## config.mk

```make
export PLATFORM = sky130hd
export DESIGN_NAME = ubh_queue
export DESIGN_NICKNAME = d
export VERILOG_FILES = /design/src/sv/ubh_pkg.sv /design/src/sv/ubh_queue.sv
export SDC_FILE = /design/constraint.sdc
export NUM_CORES = 1
export LEC_CHECK = 0
export BUFFER_PORTS_ARGS = -buffer_cell sky130_fd_sc_hd__buf_2
export CORE_MARGIN = 2
export CORE_UTILIZATION = 40
export CTS_CLUSTER_SIZE = 14
export DETAILED_ROUTE_END_ITERATION = 7
export HOLD_SLACK_MARGIN = 0.03
export PLACE_DENSITY = 0.6
export SLEW_MARGIN = 10
export SYNTH_ARGS = -nofsm -noshare
export SYNTH_HDL_FRONTEND = slang
export SYNTH_SLANG_ARGS = --single-unit
```

## constraint.sdc

```tcl
create_clock -name clk -period 1.95 [get_ports clk]
set_input_delay 0.2925 -clock clk [delete_from_list [all_inputs] [get_ports clk]]
set_output_delay 0.2925 -clock clk [all_outputs]
set_load 0.05 [all_outputs]
```

## src/sv/ubh_pkg.sv

```systemverilog
package ubh_pkg;

  localparam int MAX_BINS    = 256;
  localparam int COUNT_WIDTH = 32;

  localparam int BIN_AW   = $clog2(MAX_BINS);
  localparam int USED_W   = $clog2(MAX_BINS + 1);
  localparam int SAMPLE_W = 24;
  localparam int SIZE_W   = 23;
  localparam int NB_W     = 9;
  localparam int IDX_W    = 8;
  localparam int EDGE_W   = 40;
  localparam int OCNT_W   = 32;
  localparam int CFG_DW   = 24;
  localparam int CFG_AW   = 2;
  localparam int QDEPTH   = 4;
  localparam int QAW      = $clog2(QDEPTH);

  localparam logic [CFG_AW-1:0] CFG_NUM_BINS = 2'd0;
  localparam logic [CFG_AW-1:0] CFG_BIN_MIN  = 2'd1;
  localparam logic [CFG_AW-1:0] CFG_BIN_SIZE = 2'd2;

  localparam logic ACT_ACCUM = 1'b0;
  localparam logic ACT_READ  = 1'b1;

  localparam logic [NB_W-1:0]   NUM_BINS_RST = 9'd255;
  localparam logic [SIZE_W-1:0] BIN_SIZE_RST = 23'd256;

  typedef struct packed {
    logic                       action;
    logic signed [SAMPLE_W-1:0] sample;
    logic [IDX_W-1:0]           read_index;
  } ubh_in_t;

  typedef struct packed {
    logic [IDX_W-1:0]         bin_number;
    logic signed [EDGE_W-1:0] lower_edge;
    logic [OCNT_W-1:0]        bin_count;
  } ubh_out_t;

  typedef struct packed {
    logic [NB_W-1:0]            num_bins;
    logic signed [SAMPLE_W-1:0] bin_min;
    logic [SIZE_W-1:0]          bin_size;
  } ubh_cfg_t;

  // one queued job: skip marks a sample below bin_min or a zero bin size
  typedef struct packed {
    logic                action;
    logic                skip;
    logic [SAMPLE_W-1:0] diff;
    logic [IDX_W-1:0]    read_index;
  } ubh_job_t;

endpackage

```

## src/sv/ubh_queue.sv

```systemverilog
module ubh_queue import ubh_pkg::*; (
  input  logic     clk,
  input  logic     rst_n,
  input  logic     push,
  input  ubh_job_t push_job,
  input  logic     pop,
  output ubh_job_t head,
  output logic     empty,
  output logic     full
);

  ubh_job_t         mem_r [QDEPTH];
  logic [QAW-1:0]   wr_ptr_r, wr_ptr_nxt;
  logic [QAW-1:0]   rd_ptr_r, rd_ptr_nxt;
  logic [QAW:0]     cnt_r, cnt_nxt;
  logic             do_pop;

  assign empty  = (cnt_r == '0);
  assign full   = (cnt_r == (QAW+1)'(QDEPTH));
  assign head   = mem_r[rd_ptr_r];
  assign do_pop = pop && !empty;

  always_comb begin
    wr_ptr_nxt = push ? wr_ptr_r + 1'b1 : wr_ptr_r;
    rd_ptr_nxt = do_pop ? rd_ptr_r + 1'b1 : rd_ptr_r;
    cnt_nxt    = cnt_r;
    if (push && !do_pop) begin
      cnt_nxt = cnt_r + 1'b1;
    end else if (!push && do_pop) begin
      cnt_nxt = cnt_r - 1'b1;
    end
  end

  always_ff @(posedge clk) begin
    if (!rst_n) begin
      wr_ptr_r <= '0;
      rd_ptr_r <= '0;
      cnt_r    <= '0;
    end else begin
      wr_ptr_r <= wr_ptr_nxt;
      rd_ptr_r <= rd_ptr_nxt;
      cnt_r    <= cnt_nxt;
    end
  end

  always_ff @(posedge clk) begin
    if (push) begin
      mem_r[wr_ptr_r] <= push_job;
    end
  end

endmodule

```

# ---- After elaboration in Yosys (flattened, before gate mapping)
# Memory sizes are Yosys's and may differ from the RTL's. A register that Yosys moved wholly into a read port is not among the register bits.
# Index checks and enable logic that the tools add are counted.
dict set report totals {
  ram_bits 136
  input_bits 38
  out_inout_bits 36
  regBits 7
  elab_cells 23
  mem_count 1
}
dict set report classes {
  n_reduce_logical 8
  mux 6
  eq_ne 1
  n_addsub 4
}
# memory words width rd rd_ports_with_merged_regs write_ports line
set memory_table {}
lappend memory_table {mem_r 4 34 1 1 1 ubh_queue.sv:12} ;# ubh_job_t mem_r [QDEPTH];
# cell count
set ops {}
lappend ops {{$mux 3} 2}
lappend ops {{$add 2x1->2 const B} 2}
lappend ops {{$mux 2} 2}
lappend ops {{$add 3x1->3 const B} 1}
lappend ops {{$eq 3x3->1 const B} 1}
lappend ops {{$logic_and 1x1->1} 3}
lappend ops {{$logic_not 1->1} 3}
lappend ops {{$logic_not 3->1} 1}
lappend ops {{$sub 3x1->3 const B} 1}
lappend ops {{$mux 1} 2}
lappend ops {{$reduce_bool 2->1} 1}

# ---- Longest topological paths before layout
dict set report depth {
  depth_word 6
  mapped_depth 7
  depth_no_buf 7
}

# ---- Worst setup path after synthesis
# OpenSTA, ideal clock, no wires.
dict set report synth_timing {
  kind {reg-to-reg}
  start {register cnt_r[1]}
  end {register cnt_r[2]}
  path_buffers 0
  stages_incl_launch_ff 8
  required_ns 1.874
  slack_ns 0.013
  period_less_slack_ns 1.937
  arrival_ns 1.861
  setup_time_ns 0.076
  cell_sequence {dfxtp_1 > o31ai_4 > ha_1 > inv_1 > fa_1 > xor2_1 > or3_1 > a21boi_0}
}
dict set report synth_via {
  elab_chain_len 6
  word_cells_on_any_way 11
  cone_classes {add/sub: 2; mux: 2; reduce/logical: 7}
}
# item line
set synth_lines {}
lappend synth_lines {{start, declared} ubh_queue.sv:15} ;# logic [QAW:0] cnt_r, cnt_nxt;
lappend synth_lines {{start signal, assigned} ubh_queue.sv:42} ;# cnt_r <= cnt_nxt;
lappend synth_lines {{branches (longest 6 deep; another with $sub 3x1->3)} --}
# Several ways; the timed one is not identified. The select of a mux whose other input is x is not followed.
# A chain may end at the register's enable or synchronous reset.

==> out/qor.csv <==
metric;value;unit
crit_fanout;7;
gr-total-overflow;0;
fin_crit_sh;1.056;
grt_max_degree;35;
firstDrtPassIters;4;
vias;2545;
seq_area_frac_synth;0.7853;
cts_tree;yes;
holdCritPathClass;in -> reg;
num_rows;42;
failed_checks;setup timing;
seqPwrFrac;0.346;
dp_hpwl;5546;um
syn2layout_area_growth;30.00;%
finalSetupTns;-2667;ps
placed_area;0.006066;mm^2
ant_nets;0;
hold_viol_final;0;
tightest_slew;983.7;ps
cts_root_buf;clkbuf_16;
syn_area;0.005430;mm^2
die_h;120.5;um
clockPowerShare;0.328;
power_leakage;2.449;nW
clk-insertion-delay-late;410;ps
grt_most_used_layer;met2;
initial_core_util;0.4101;
htreeDepth;4;
wl;9572;um
finalWorstSetupSlack;-108.6;ps
post_drt_wl_per_cell;18.59;um
p_comb_frac;0.326;
drive_above_1_share;0.5015;
gr-usage-met1;0.1715;
grt_use_met2;0.2391;
drc_errors;0;
dieArea;0.01452;mm^2
path_clk_slew;60;ps
peakVddDrop;874.5;uV
fin_nets;370;
port_buffers;73;
crit_arrival;1770;ps
slew_viol_final;0;
antenna_cells;0;
required;1660;ps
synth_nets;265;
slew_headroom;0.3442;
p_int;7.546;mW
min_period;2059;ps
gp_congestion;0.6712;
syn_area_per_cell;24.57;um^2
yosys.cell_types.count;23;
cts_hold_buf;0;
grt_pass1_wl;14880;um
grtUsageTotal;0.1449;
setup_violations;32;
drt_iter0_markers;207;
p_switching;3.176;mW
core;0.01324;mm^2
grt_pass1_vias;2765;
critical_path_class;reg -> out;
worst_clock_skew;5.774;ps
antenna_found_initial;0;
rsz0062_at_grt;yes;
switching_share;0.2962;
cts_buffers;17;
final_design_area_no_fill;0.007059;mm^2
cap_violations;0;
viasPerCell;4.942;
cp-start-kind;flip-flop;
fillerInstances;1056;
met3_usage;0.05613;
fmax;0.4858;GHz
synth_cells;221;
status;finished with violations;
ys_seq_elements;145;
utilization;0.5331;
power.density;1519;mW/mm^2
io_pins;74;
yosys_warnings;0;
worst_setup_path_end_kind;primary output;
power;10.72;mW
clockBufferDepth;2;
die_w;120.5;um
clock-sinks;145;
## worst paths after layout
path                    start          end  slack, ps  cells after the start
setup / recovery    flip-flop     head[21]       -110                      4
hold / removal    push_job[2]  mem_r[2][2]         90                      1
setup reg to reg     cnt_r[1]     cnt_r[2]         40                      7
hold reg to reg   wr_ptr_r[1]  wr_ptr_r[1]        560                      2
## synth_stat cells, drive strengths merged
cell      n  share of area
inv       3         0.0021
ha        5          0.012
xor2      2         0.0032
nor3b     1         0.0014
mux2i     2         0.0037
mux4     34           0.14
a21boi    1         0.0014
nor3      1        0.00092
and2      9          0.010
o31ai     1         0.0039
or3       1         0.0012
xnor2     3         0.0048
buf       7          0.016
fa        1         0.0037
o311ai    1         0.0030
edfxtp  136           0.75
o21ai     1        0.00092
clkbuf    1        0.00069
dfxtp     9          0.033
nor2b     2         0.0023
## flip-flops by register name, summed over array words and instances (netlist names), named ones only
| name | count |
|---|---|
| cnt_r | 3 |
| mem_r | 136 |
| rd_ptr_r | 2 |
| wr_ptr_r | 2 |
## worst max-delay path: stages (launching register included)
cell and delay (ps):
dfxtp_4 400, buf_12 130, buf_12 130, mux4_2 520, buf_6 170
## cell type report
cell class	count	area (um^2)	area share
well taps	176	220.2	0.03119
repair buffers	94	847.1	0.1200
inverters	3	11.26	0.001595
multi-input cells	65	1064	0.1507
clock buffers	17	425.4	0.06026
flip-flops and latches	145	4272	0.6051
clock inverters	15	220.2	0.03119
## cells in the final DEF (no fill, tap or decap), types with 2 or more instances in the layout
cell type / Yosys / final
and2_1: 9 / 5
and2_2: 0 / 4
buf_12: 3 / 6
buf_16: 0 / 2
buf_2: 3 / 39
buf_4: 0 / 16
buf_6: 1 / 29
buf_8: 0 / 2
bufinv_16: 0 / 6
clkbuf_16: 0 / 17
clkinv_1: 0 / 4
clkinv_2: 0 / 5
dfxtp_1: 9 / 5
dfxtp_2: 0 / 3
edfxtp_1: 136 / 136
ha_1: 5 / 4
inv_1: 3 / 2
mux2i_1: 2 / 2
mux4_2: 30 / 34
nor2b_1: 2 / 2
xnor2_1: 3 / 3
xor2_1: 2 / 2
## power groups by stage
stage,registers [mW],logic (mW),clock network (mW)
finish,3.71,3.50,3.52
global route,3.73,3.69,3.74
global placement,3.78,2.76,0
detailed placement,3.79,2.77,0
floorplan,3.74,2.23,0
CTS,3.71,3.50,3.60
## routing by layer
layer  vias to the layer above  wire length (um)
met5                         -                 0
met4                         0               106
met3                        13               522
met2                        70              4926
met1                      1321              4015
li1                       1141                 -
## logic make-up after synthesis
group,after synthesis,synth area share
XOR/XNOR,5,0.008066
AO/OA/AOI/OAI,4,0.009217
flip-flops,145,0.7853
adder cells (fa/ha/maj),6,0.01521
buffers and inverters,11,0.01866
AND/OR/NAND/NOR,14,0.01613
multiplexers,36,0.1475
## repair_timing
action                                  in CTS  in global routing
pin swaps                                    4                  6
resized for setup                           74                  7
cloned                                       2                  0
endpoints found under the setup margin      35                 35
buffers inserted                             6                  2
## metrics by stage
| stage | hold WS, ps | cells | setup slack [ps] |
|---|---|---|---|
| 6_report | 92.25 | 515 | -108.6 |
| 5_1_grt | 70.26 | 515 | -192.0 |
| 4_1_cts | 66.43 | 513 | -168.9 |
| 3_5_place_dp | 513.2 | 473 | -92.75 |
| 3_3_place_gp | 504.1 | 473 | 47.54 |
| 2_1_floorplan | 391.4 | 221 | 13.06 |
Note: power is estimated with default switching activity, not from simulation.
