--- src/sv/ubh_pkg.sv ---
package ubh_pkg;

  localparam int MAX_BINS    = 256;
  localparam int COUNT_WIDTH = 32;

  localparam int BIN_AW   = $clog2(MAX_BINS);
  localparam int USED_W   = $clog2(MAX_BINS + 1);
  localparam int SAMPLE_W = 24;
  localparam int SIZE_W   = 23;
  localparam int NB_W     = 9;
  localparam int IDX_W    = 8;
  localparam int EDGE_W   = 40;
  localparam int OCNT_W   = 32;
  localparam int CFG_DW   = 24;
  localparam int CFG_AW   = 2;
  localparam int QDEPTH   = 4;
  localparam int QAW      = $clog2(QDEPTH);

  localparam logic [CFG_AW-1:0] CFG_NUM_BINS = 2'd0;
  localparam logic [CFG_AW-1:0] CFG_BIN_MIN  = 2'd1;
  localparam logic [CFG_AW-1:0] CFG_BIN_SIZE = 2'd2;

  localparam logic ACT_ACCUM = 1'b0;
  localparam logic ACT_READ  = 1'b1;

  localparam logic [NB_W-1:0]   NUM_BINS_RST = 9'd255;
  localparam logic [SIZE_W-1:0] BIN_SIZE_RST = 23'd256;

  typedef struct packed {
    logic                       action;
    logic signed [SAMPLE_W-1:0] sample;
    logic [IDX_W-1:0]           read_index;
  } ubh_in_t;

  typedef struct packed {
    logic [IDX_W-1:0]         bin_number;
    logic signed [EDGE_W-1:0] lower_edge;
    logic [OCNT_W-1:0]        bin_count;
  } ubh_out_t;

  typedef struct packed {
    logic [NB_W-1:0]            num_bins;
    logic signed [SAMPLE_W-1:0] bin_min;
    logic [SIZE_W-1:0]          bin_size;
  } ubh_cfg_t;

  // one queued job: skip marks a sample below bin_min or a zero bin size
  typedef struct packed {
    logic                action;
    logic                skip;
    logic [SAMPLE_W-1:0] diff;
    logic [IDX_W-1:0]    read_index;
  } ubh_job_t;

endpackage

--- src/sv/ubh_front.sv ---
module ubh_front import ubh_pkg::*; (
  input  ubh_cfg_t cfg,
  input  logic     start,
  input  ubh_in_t  in_data,
  input  logic     q_full,
  output logic     busy,
  output logic     push,
  output ubh_job_t job
);

  logic [SAMPLE_W:0] diff;

  assign diff = {in_data.sample[SAMPLE_W-1], in_data.sample}
              - {cfg.bin_min[SAMPLE_W-1], cfg.bin_min};

  assign busy = q_full;
  assign push = start && !q_full;

  always_comb begin
    job.action     = in_data.action;
    job.skip       = diff[SAMPLE_W] || (cfg.bin_size == '0);
    job.diff       = diff[SAMPLE_W-1:0];
    job.read_index = in_data.read_index;
  end

endmodule

--- config.mk ---
export PLATFORM = sky130hd
export DESIGN_NAME = ubh_front
export DESIGN_NICKNAME = d
export VERILOG_FILES = /design/src/sv/ubh_pkg.sv /design/src/sv/ubh_front.sv
export SDC_FILE = /design/constraint.sdc
export NUM_CORES = 1
export LEC_CHECK = 0
export ABC_CLOCK_PERIOD_IN_PS = 1700
export BUFFER_PORTS_ARGS = -buffer_cell sky130_fd_sc_hd__buf_4
export CAP_MARGIN = 5
export CORE_MARGIN = 3
export CORE_UTILIZATION = 36
export DETAILED_ROUTE_END_ITERATION = 6
export MAX_ROUTING_LAYER = met4
export PLACE_DENSITY = 0.8
export SLEW_MARGIN = 15
export SYNTH_ARGS = -nofsm -noshare
export SYNTH_HDL_FRONTEND = slang
export SYNTH_SLANG_ARGS = --single-unit
--- constraint.sdc ---
create_clock -name vclk -period 1.7
set_input_delay 0 -clock vclk [all_inputs]
set_output_delay 0 -clock vclk [all_outputs]
set_load 0.03 [all_outputs]
Yosys cells after proc, flatten, opt, wreduce, memory -nomap -nowiden. Index checks and enable logic that the tools add are counted.

Bits in read-only memories: 0. Latch bits: 0. Input port bits: 91. Memories: 0. Memory bits (writable): 0. Flip-flop bits (word level): 0. Word-level logic and storage cells: 5. Output and inout port bits: 36.

Multiplexer cells: 0. Equal/unequal tests: 0. Add/subtract/negate cells: 1. Bitwise operators: 0. Order comparisons: 0. Reduce and logical (&&, ||, !) cells: 4. Div/mod/pow operators: 0. Multiply operators: 0. Shift-type cells: 0.

Operator list (number): $sub 24x24->25 (1); $logic_not 23->1 (1); $logic_and 1x1->1 (1); $logic_not 1->1 (1); $logic_or 1x1->1 (1).

Logic depth before layout (Yosys ltp). Gate-level depths: netlist of run 1.

Depth after elaboration: 2. Mapped depth: 10. Gate-level depth less buffers: 10.

Least setup slack after synthesis of run 1. Ideal clock, no wire load.

Path type: in2out. Start: input port in_data[8] in the netlist's numbering. End: output port job[28] in the netlist's numbering. Slack: -0.447 ns. Buffers on the path: 0. Required time: 1.700 ns. Data arrival time: 2.147 ns. Stages: 10. Path through: inv_1 > ha_1 > fa_1 > nor2b_1 > o2111ai_1 > a21boi_1 > o22ai_2 > o41a_1 > nor2b_1 > xnor2_1.

RTL lines: start: declaration (line ubh_front.sv:4) `input ubh_in_t in_data,`; end: declaration (line ubh_front.sv:8) `output ubh_job_t job`.

==> run_results.csv, run 1 <==
group,metric,value,unit
drt,drt_iter0_markers,89,
sta,rsz0062_at_grt,"yes",
placed_design,routabilityCongestion,0.828,
sta,post-route-period-util,123,%
cells_and_area,syn2layout_area_growth,100,%
sta,clock.fmax,478,MHz
sta,relSlewSlack,75.3,%
global_routing,grt_pass1_vias,1934,
worst_hold_path,hold_class,"in -> out",
power,p_seq_share,0,%
synth,synthMostInstantiatedCell,"inv_1",
synth,seq_area_frac_synth,0,%
global_routing,gr-usage-all-layers,19.2,%
sta,worst_pin_slew,0.367,ns
run_status,failed_checks,"negative setup slack",
synth,synthMuxAreaShare,0.691,%
power,ir_drop,349,µV
synth,synth_top_area_cell,"ha_1",
sta,layout_setup_ws,-0.394,ns
drt,vias,2016,
drt,firstDrtPassIters,4,
synth,synth_top_family_by_area,"compound AO/OA/AOI/OAI gates",
sta,holdWs,0.0000101,ns
cells_and_area,nNetsFinal,461,
worst_hold_path,hold_depth,0,
cells_and_area,final_layout_size_suffix_gt1_share,60.6,%
power,clkPwrFrac,0,%
cells_and_area,seq_area,0,µm²
placed_design,dp_hpwl,3950,µm
power,p_switching,0.000761,W
flow_run,cap_violations,0,
power,cellPowerDensity,508,nW/µm²
cts,cts_hold_buffers,0,
critical_path,worstPathArrival,2.09,ns
synth,netlist_area,1450,µm²
synth,synth_top_area_share,20.7,%
global_routing,grt_max_degree,9,
sta,setup_viol,13,
drt,wl_per_cell,14.0,µm
synth,synth_compound_area_share,30.5,%
sta,drv_slew,0,
drt,detail_route.vias_per_cell,5.16,
global_routing,gr-total-overflow,0,
critical_path,worstSetupPathType,"in -> out",
global_routing,grt_pass1_wl,8080,µm
power,power,0.00147,W
synth,ys_top_cells_by_area,"ha_1, xnor2_1, inv_1, a21oi_1, a21o_1",
synth,synth_cell_types,46,
synth,synth-simple-area-share,20.7,%
placed_design,place_inst,381,
floorplanning,rows,22,
sta,setup_tns,-2.57,ns
synth,synth_nets,326,
floorplanning,design.core.area,3770,µm²
cells_and_area,antenna_cells,0,
sta,hold_viol_final,0,
synth,postSynthAreaPerCell,6.89,µm²
drt,ant_nets,0,
worst_hold_path,hold_start,"in_data[5]",
power,pwr-share-comb,100.0,%
synth,yosys-top-cells-count,"inv_1, ha_1, a21oi_1",
global_routing,antenna_found_initial,0,
synth,syn_inst,210,
critical_path,crit_required,1.70,ns
floorplanning,initial_utilization,38.4,%
worst_hold_path,hold_path_end,"job[5]",
drt,finalWirelength,5470,µm
sta,period_minus_slack,2.09,ns
placed_design,io_buffers,100,
cells_and_area,flops_and_latches,0,
floorplanning,fp.dieArea,4820,µm²
synth,synth-xor-area-share,12.7,%
power,p_int,0.000712,W
power,p_leak,1.52,nW
synth,yosys_warnings,0,
cells_and_area,final_cells,391,
synth,synthAdderAreaFrac,22.1,%
placed_design,preCtsSetupSlack,-0.481,ns
floorplanning,die_x,69.4,µm
critical_path,end_kind,"primary output",
floorplanning,io-pin-count,127,
critical_path,worst-path-max-fanout,3,
cells_and_area,n_clock_buffer,0,
power,sw_frac_of_total,51.7,%
critical_path,critPathLaunchType,"input pin",
run_status,status,"finished with violations",
floorplanning,die_h,69.4,µm
drt,drc,0,
through the flow:
step / utilization [%] / cell area (µm²)
after detailed placement: 67.3 / 2540
final: 76.9 / 2900
after CTS: 70.9 / 2670
after floorplan: - / 1550
after global routing: 76.9 / 2900
after global placement: 67.3 / 2540
what timing repair did:
item / 4_1_cts / 5_1_grt
gates resized for setup: 28 / 39
pin swaps: 9 / 19
setup endpoints to repair: 14 / 18
buffers inserted: 3 / 8
cell families (layout without fill, tap and decap cells):
group                    after synthesis  in the layout
AND/OR/NAND/NOR                       58             58
adder cells (fa/ha/maj)               25             25
buffers and inverters                 41            174
XOR/XNOR                              21             21
multiplexers                           1              1
AO/OA/AOI/OAI                         64             64
worst max-delay path, stage by stage:
cell       delay, ns
buf_8           0.08
inv_8           0.03
ha_4            0.15
fa_2            0.36
nor2b_4         0.14
o2111ai_2       0.13
a21boi_2        0.17
o22ai_2         0.11
o41a_1          0.40
a21oi_2         0.21
xor2_2          0.16
buf_6           0.15
power by group through the flow:
stage	sequential, W	clock (W)	combinational (W)
final	0	0	0.00147
after global routing	0	0	0.00157
after CTS	0	0	0.00135
after detailed placement	0	0	0.00126
after global placement	0	0	0.00125
after floorplan	0	0	0.000797
per-layer routing:
metal / routed length (µm) / global-route usage (%)
met2: 2980 / 35.4
met3: 288 / 2.03
met1: 2170 / 23.4
met4: 38 / 1.08
met5: 0 / -
cell usage in the layout, fill, tap and decap left out, types with 2 or more instances in the layout:
| master | netlist | final |
|---|---|---|
| ha_4 | 0 | 7 |
| nand3_1 | 5 | 5 |
| ha_1 | 24 | 16 |
| buf_6 | 0 | 14 |
| o21ai_2 | 1 | 3 |
| a21oi_1 | 21 | 10 |
| nor2b_4 | 0 | 3 |
| o2111ai_2 | 0 | 3 |
| a21o_1 | 10 | 10 |
| inv_1 | 29 | 24 |
| nor3_1 | 4 | 3 |
| xnor2_1 | 16 | 10 |
| inv_2 | 0 | 4 |
| o21a_1 | 5 | 5 |
| and3_1 | 2 | 2 |
| buf_4 | 10 | 130 |
| a21boi_2 | 0 | 2 |
| or2_2 | 2 | 2 |
| nand2_1 | 13 | 13 |
| xor2_2 | 0 | 3 |
| xnor2_2 | 0 | 6 |
| o21ai_0 | 7 | 4 |
| xor2_1 | 5 | 2 |
| nor4_1 | 6 | 6 |
| nor2_2 | 0 | 2 |
| nor2b_1 | 7 | 4 |
| nand4_1 | 2 | 2 |
| nor2_1 | 10 | 8 |
| a21oi_2 | 1 | 12 |
how the worst max path moves through the flow:
| stage | slack, ns | start | cells after the start | to |
|---|---|---|---|---|
| 2_1_floorplan | -0.22 | in_data[8] | 10 | job[30] |
| 3_3_place_gp | -0.41 | in_data[8] | 12 | job[30] |
| 3_5_place_dp | -0.48 | in_data[8] | 12 | job[30] |
| 4_1_cts | -0.42 | in_data[8] | 12 | job[30] |
| 5_1_grt | -0.46 | in_data[8] | 12 | job[30] |
| 6_report | -0.39 | in_data[8] | 12 | job[30] |
area by class of cell:
type,count,area [µm²]
fill,290,870
timing repair buffer,145,1150
tap,48,60.1
inverter,29,116
multi-input combinational,169,1580
No activity file was read; power rests on OpenSTA's default activity.
==> run 2: changes to the inputs <==
--- a/config.mk
+++ b/config.mk
@@ -12,7 +12,7 @@
 export CORE_UTILIZATION = 36
 export DETAILED_ROUTE_END_ITERATION = 6
 export MAX_ROUTING_LAYER = met4
-export PLACE_DENSITY = 0.8
+export PLACE_DENSITY = 0.82
 export SLEW_MARGIN = 15
 export SYNTH_ARGS = -nofsm -noshare
 export SYNTH_HDL_FRONTEND = slang
==> run 2 against run 1 <==
The flow still finishes with violations (negative setup slack). Sequential share of layout area is the same. Routed wire length grew 16%. Final cell count grew 0.77%. Critical path depth is the same. Fmax grew 0.16%. Core utilization grew 3.3 points. Combinational power grew 7%. First-iteration DRC count grew 28%. Die area is the same. Power grew 7.0%. Design area grew 4.2%. Sequential cell count is the same. Critical endpoint unchanged.
==> run_results.csv, run 2 (synthesis gave the netlist of run 1 again) <==
group,metric,value,unit
sta,relSlewSlack,76.2,%
critical_path,path_cells,"buf_8 -> inv_8 -> ha_4 -> fa_2 -> nor2b_2 -> o2111ai_2 -> a21boi_2 -> o22ai_4 -> o41a_1 -> a21oi_2 -> xor2_2 -> buf_6",
critical_path,end_kind,"primary output",
floorplanning,design.core.area,3770,µm²
sta,post-route-period-util,123,%
cells_and_area,final_layout_size_suffix_gt1_share,61.3,%
critical_path,worst-path-max-fanout,3,
global_routing,antenna_found_initial,0,
drt,ant_nets,0,
drt,drt_iter0_markers,114,
critical_path,crit_required,1.70,ns
sta,worst_pin_slew,0.352,ns
cells_and_area,num-fill-cells,238,
critical_path,critPathMaxStageDelay,0.38,ns
global_routing,grt_max_degree,9,
sta,setup_viol,16,
placed_design,dp_hpwl,4090,µm
critical_path,worst-path-buf-inv,3,
global_routing,grt_pass1_wl,9690,µm
sta,period_minus_slack,2.09,ns
cells_and_area,nNetsFinal,464,
cells_and_area,layout_common_cells,"buf_4, inv_1, buf_6",
floorplanning,io-pin-count,127,
sta,rsz0062_at_grt,"yes",
critical_path,critPathLaunchType,"input pin",
power,p_leak,1.55,nW
placed_design,io_buffers,100,
drt,finalWirelength,6360,µm
run_status,failed_checks,"negative setup slack",
drt,wl_per_cell,16.1,µm
critical_path,crit_family,"compound AO/OA/AOI/OAI gates",
cells_and_area,multi_input_area,1630,µm²
global_routing,gr-total-overflow,0,
placed_design,routabilityCongestion,0.872,
cells_and_area,syn2layout_area_growth,109,%
cells_and_area,seq_area,0,µm²
cells_and_area,antenna_cells,0,
sta,holdWs,0.0000101,ns
floorplanning,die_x,69.4,µm
drt,drc,0,
cells_and_area,final_cells,394,
drt,detail_route.vias_per_cell,5.28,
global_routing,grt_pass1_vias,2156,
global_routing,gr-usage-all-layers,24.0,%
sta,clock.fmax,478,MHz
cts,cts_hold_buffers,0,
flow_run,cap_violations,0,
sta,hold_viol_final,0,
worst_hold_path,hold_class,"in -> out",
floorplanning,initial_utilization,38.4,%
cells_and_area,flops_and_latches,0,
drt,vias,2080,
drt,firstDrtPassIters,4,
sta,drv_slew,0,
floorplanning,rows,22,
critical_path,worstSetupPathType,"in -> out",
cells_and_area,n_clock_buffer,0,
critical_path,crit_path_top_delay_cell,"o41a_1",
power,ir_drop,360,µV
floorplanning,die_h,69.4,µm
critical_path,worstPathArrival,2.09,ns
run_status,status,"finished with violations",
power,cellPowerDensity,521,nW/µm²
placed_design,place_inst,381,
cells_and_area,final_common_cell,"buf_4",
floorplanning,fp.dieArea,4820,µm²
sta,layout_setup_ws,-0.391,ns
-- run 2: changes by cell type in the layout (fill, tap and decap cells not counted), moves of 2 or more --
cell / previous run / this run
ha_4: 7 / 9
inv_4: 0 / 3
buf_6: 14 / 22
buf_4: 130 / 124
inv_2: 4 / 1
-- run 2: cell type report --
| cell class | count | area share [%] |
|---|---|---|
| repair buffers | 148 | 40.0 |
| multi-input cells | 169 | 54.0 |
| well taps | 48 | 1.99 |
| inverters | 29 | 4.10 |
-- run 2: worst paths after layout --
| kind | from | endpoint | slack (ns) | cells after the start |
|---|---|---|---|---|
| setup / recovery | in_data[8] | job[30] | -0.39 | 12 |
| hold / removal | in_data[5] | job[5] | 0.00001 | 0 |
-- run 2: routing by layer --
layer,vias to the layer above,share of wire (%),GRT usage (%)
met4,0,4.4,4.56
met1,970,36,25.2
li1,1008,-,-
met3,22,4.3,1.01
met2,80,56,48.9
met5,-,0,-
-- run 2: metrics by stage --
step | setup TNS, ns | area [µm²] | power [W] | setup WS [ns] | utilization, %
floorplan | -0.817 | 1550 | 0.000797 | -0.222 | -
global placement | -3.69 | 2540 | 0.00125 | -0.413 | 67.3
detailed placement | -4.12 | 2540 | 0.00127 | -0.492 | 67.3
CTS | -2.11 | 2900 | 0.00146 | -0.371 | 76.8
global route | -4.15 | 3020 | 0.00166 | -0.463 | 80.2
finish | -3.25 | 3020 | 0.00158 | -0.391 | 80.2
-- run 2: report_power, final --
part           switching [W]  internal (W)  total, W
Sequential                 0             0         0
Clock                      0             0         0
Combinational       0.000809      0.000767   0.00158
-- run 2: what timing repair did --
action | CTS | global route
pin swaps | 34 | 22
endpoints found under the setup margin | 16 | 18
gates resized for setup | 66 | 17
endpoints found under the hold margin | 0 | 0
setup buffers | 9 | 5
==> run 3: changes to the inputs <==
--- a/config.mk
+++ b/config.mk
@@ -13,6 +13,7 @@
 export DETAILED_ROUTE_END_ITERATION = 6
 export MAX_ROUTING_LAYER = met4
 export PLACE_DENSITY = 0.82
+export SETUP_SLACK_MARGIN = 0.5
 export SLEW_MARGIN = 15
 export SYNTH_ARGS = -nofsm -noshare
 export SYNTH_HDL_FRONTEND = slang
==> run 3 against run 2 <==
The run still ends with negative setup slack left. Critical path type unchanged. Clock-buffer cell count is the same. Sequential share of layout area unchanged. Highest routed layer unchanged. Fmax rose by 2.8%. Core utilization grew 0.80 points. Design area up 0.99%.
==> run_results.csv, run 3 (synthesis gave the netlist of run 1 again) <==
group,metric,value,unit
critical_path,end_kind,"primary output",
critical_path,worst-path-buf-inv,3,
floorplanning,fp.dieArea,4820,µm²
sta,period_minus_slack,2.03,ns
cells_and_area,final_common_cell,"buf_4",
sta,post-route-period-util,120,%
global_routing,grt_max_degree,9,
sta,setup_viol,16,
sta,layout_setup_ws,-0.334,ns
cells_and_area,antenna_cells,0,
drt,vias,2014,
power,p_seq_share,0,%
critical_path,critPathLaunchType,"input pin",
global_routing,antenna_found_initial,0,
floorplanning,die_h,69.4,µm
drt,ant_nets,0,
cells_and_area,nNetsFinal,463,
cells_and_area,flops_and_latches,0,
power,p_leak,1.57,nW
placed_design,dp_hpwl,4230,µm
power,sw_frac_of_total,50.0,%
critical_path,path_cells,"buf_8 -> inv_8 -> ha_4 -> fa_2 -> nor2b_4 -> o2111ai_2 -> a21boi_2 -> o22ai_2 -> nor3_1 -> o21ai_0 -> a211o_2 -> buf_4",
floorplanning,die_x,69.4,µm
power,p_switching,0.000792,W
power,p_int,0.000791,W
sta,rsz0062_at_grt,"yes",
power,ir_drop,374,µV
global_routing,grt_pass1_vias,1915,
sta,hold_viol_final,0,
global_routing,grt.busiest_layer,"met2",
cells_and_area,final_layout_size_suffix_gt1_share,60.3,%
critical_path,crit_required,1.70,ns
flow_run,cap_violations,0,
placed_design,routabilityCongestion,0.896,
drt,finalWirelength,5240,µm
drt,firstDrtPassIters,4,
placed_design,io_buffers,100,
global_routing,grt_use_met1,23.7,%
cells_and_area,layout_common_cells,"buf_4, inv_1, buf_6",
sta,holdWs,0.0000101,ns
sta,setup_tns,-3.29,ns
sta,worst_pin_slew,0.346,ns
drt,wl_per_cell,13.3,µm
global_routing,gr-total-overflow,0,
floorplanning,initial_utilization,38.4,%
power,pwr-share-comb,100.0,%
sta,relSlewSlack,76.7,%
cells_and_area,n_clock_buffer,0,
floorplanning,rows,22,
sta,drv_slew,0,
global_routing,gr-usage-all-layers,19.7,%
worst_hold_path,hold_class,"in -> out",
floorplanning,io-pin-count,127,
global_routing,grt_pass1_wl,8060,µm
floorplanning,design.core.area,3770,µm²
critical_path,worstPathArrival,2.03,ns
critical_path,crit_family,"compound AO/OA/AOI/OAI gates",
cells_and_area,seq_area,0,µm²
cells_and_area,syn2layout_area_growth,111,%
critical_path,critPathMaxStageDelay,0.36,ns
global_routing,grt.met3_usage,1.74,%
power,cellPowerDensity,518,nW/µm²
drt,drt_iter0_markers,114,
cells_and_area,final_util,81.0,%
global_routing,use_met2,36.2,%
critical_path,worstSetupPathType,"in -> out",
run_status,failed_checks,"negative setup slack",
drt,drc,0,
power,power,0.00158,W
drt,detail_route.vias_per_cell,5.12,
critical_path,crit_path_top_delay_cell,"fa_2",
sta,clock.fmax,492,MHz
power,clkPwrFrac,0,%
run_status,status,"finished with violations",
critical_path,worst-path-max-fanout,3,
## run 3: power groups by stage
stage | Combinational, W | Sequential (W) | Clock, W
6_report | 0.00158 | 0 | 0
2_1_floorplan | 0.000902 | 0 | 0
4_1_cts | 0.00153 | 0 | 0
5_1_grt | 0.00169 | 0 | 0
3_5_place_dp | 0.00139 | 0 | 0
3_3_place_gp | 0.00137 | 0 | 0
## run 3: area by class of cell
cell class / instances / area [µm²]
Multi-Input combinational cell: 169 / 1700
Inverter: 29 / 116
Fill cell: 260 / 717
Timing Repair Buffer: 147 / 1180
Tap cell: 48 / 60.1
## run 3: final timing paths
check | startpoint | end | slack, ns | cells past startpoint
setup / recovery | in_data[8] | job[32] | -0.33 | 12
hold / removal | in_data[5] | job[5] | 0.00001 | 0
## run 3: metal layers
metal,vias up,wire [µm]
met4,0,97
met5,-,0
met2,68,2730
li1,1011,-
met1,925,2130
met3,10,272
## run 3: through the flow
| step | instance area (µm²) | setup WS (ns) | cells |
|---|---|---|---|
| floorplan | 1740 | -0.221 | 210 |
| global placement | 2760 | -0.404 | 385 |
| detailed placement | 2760 | -0.428 | 385 |
| CTS | 2960 | -0.324 | 390 |
| global route | 3050 | -0.424 | 393 |
| finish | 3050 | -0.334 | 393 |
## run 3: timing repair
item,CTS,global route
hold buffers,0,0
gates cloned,0,0
pin swaps,12,10
endpoints found under the setup margin,21,22
resized for setup,35,11
setup buffers,5,3
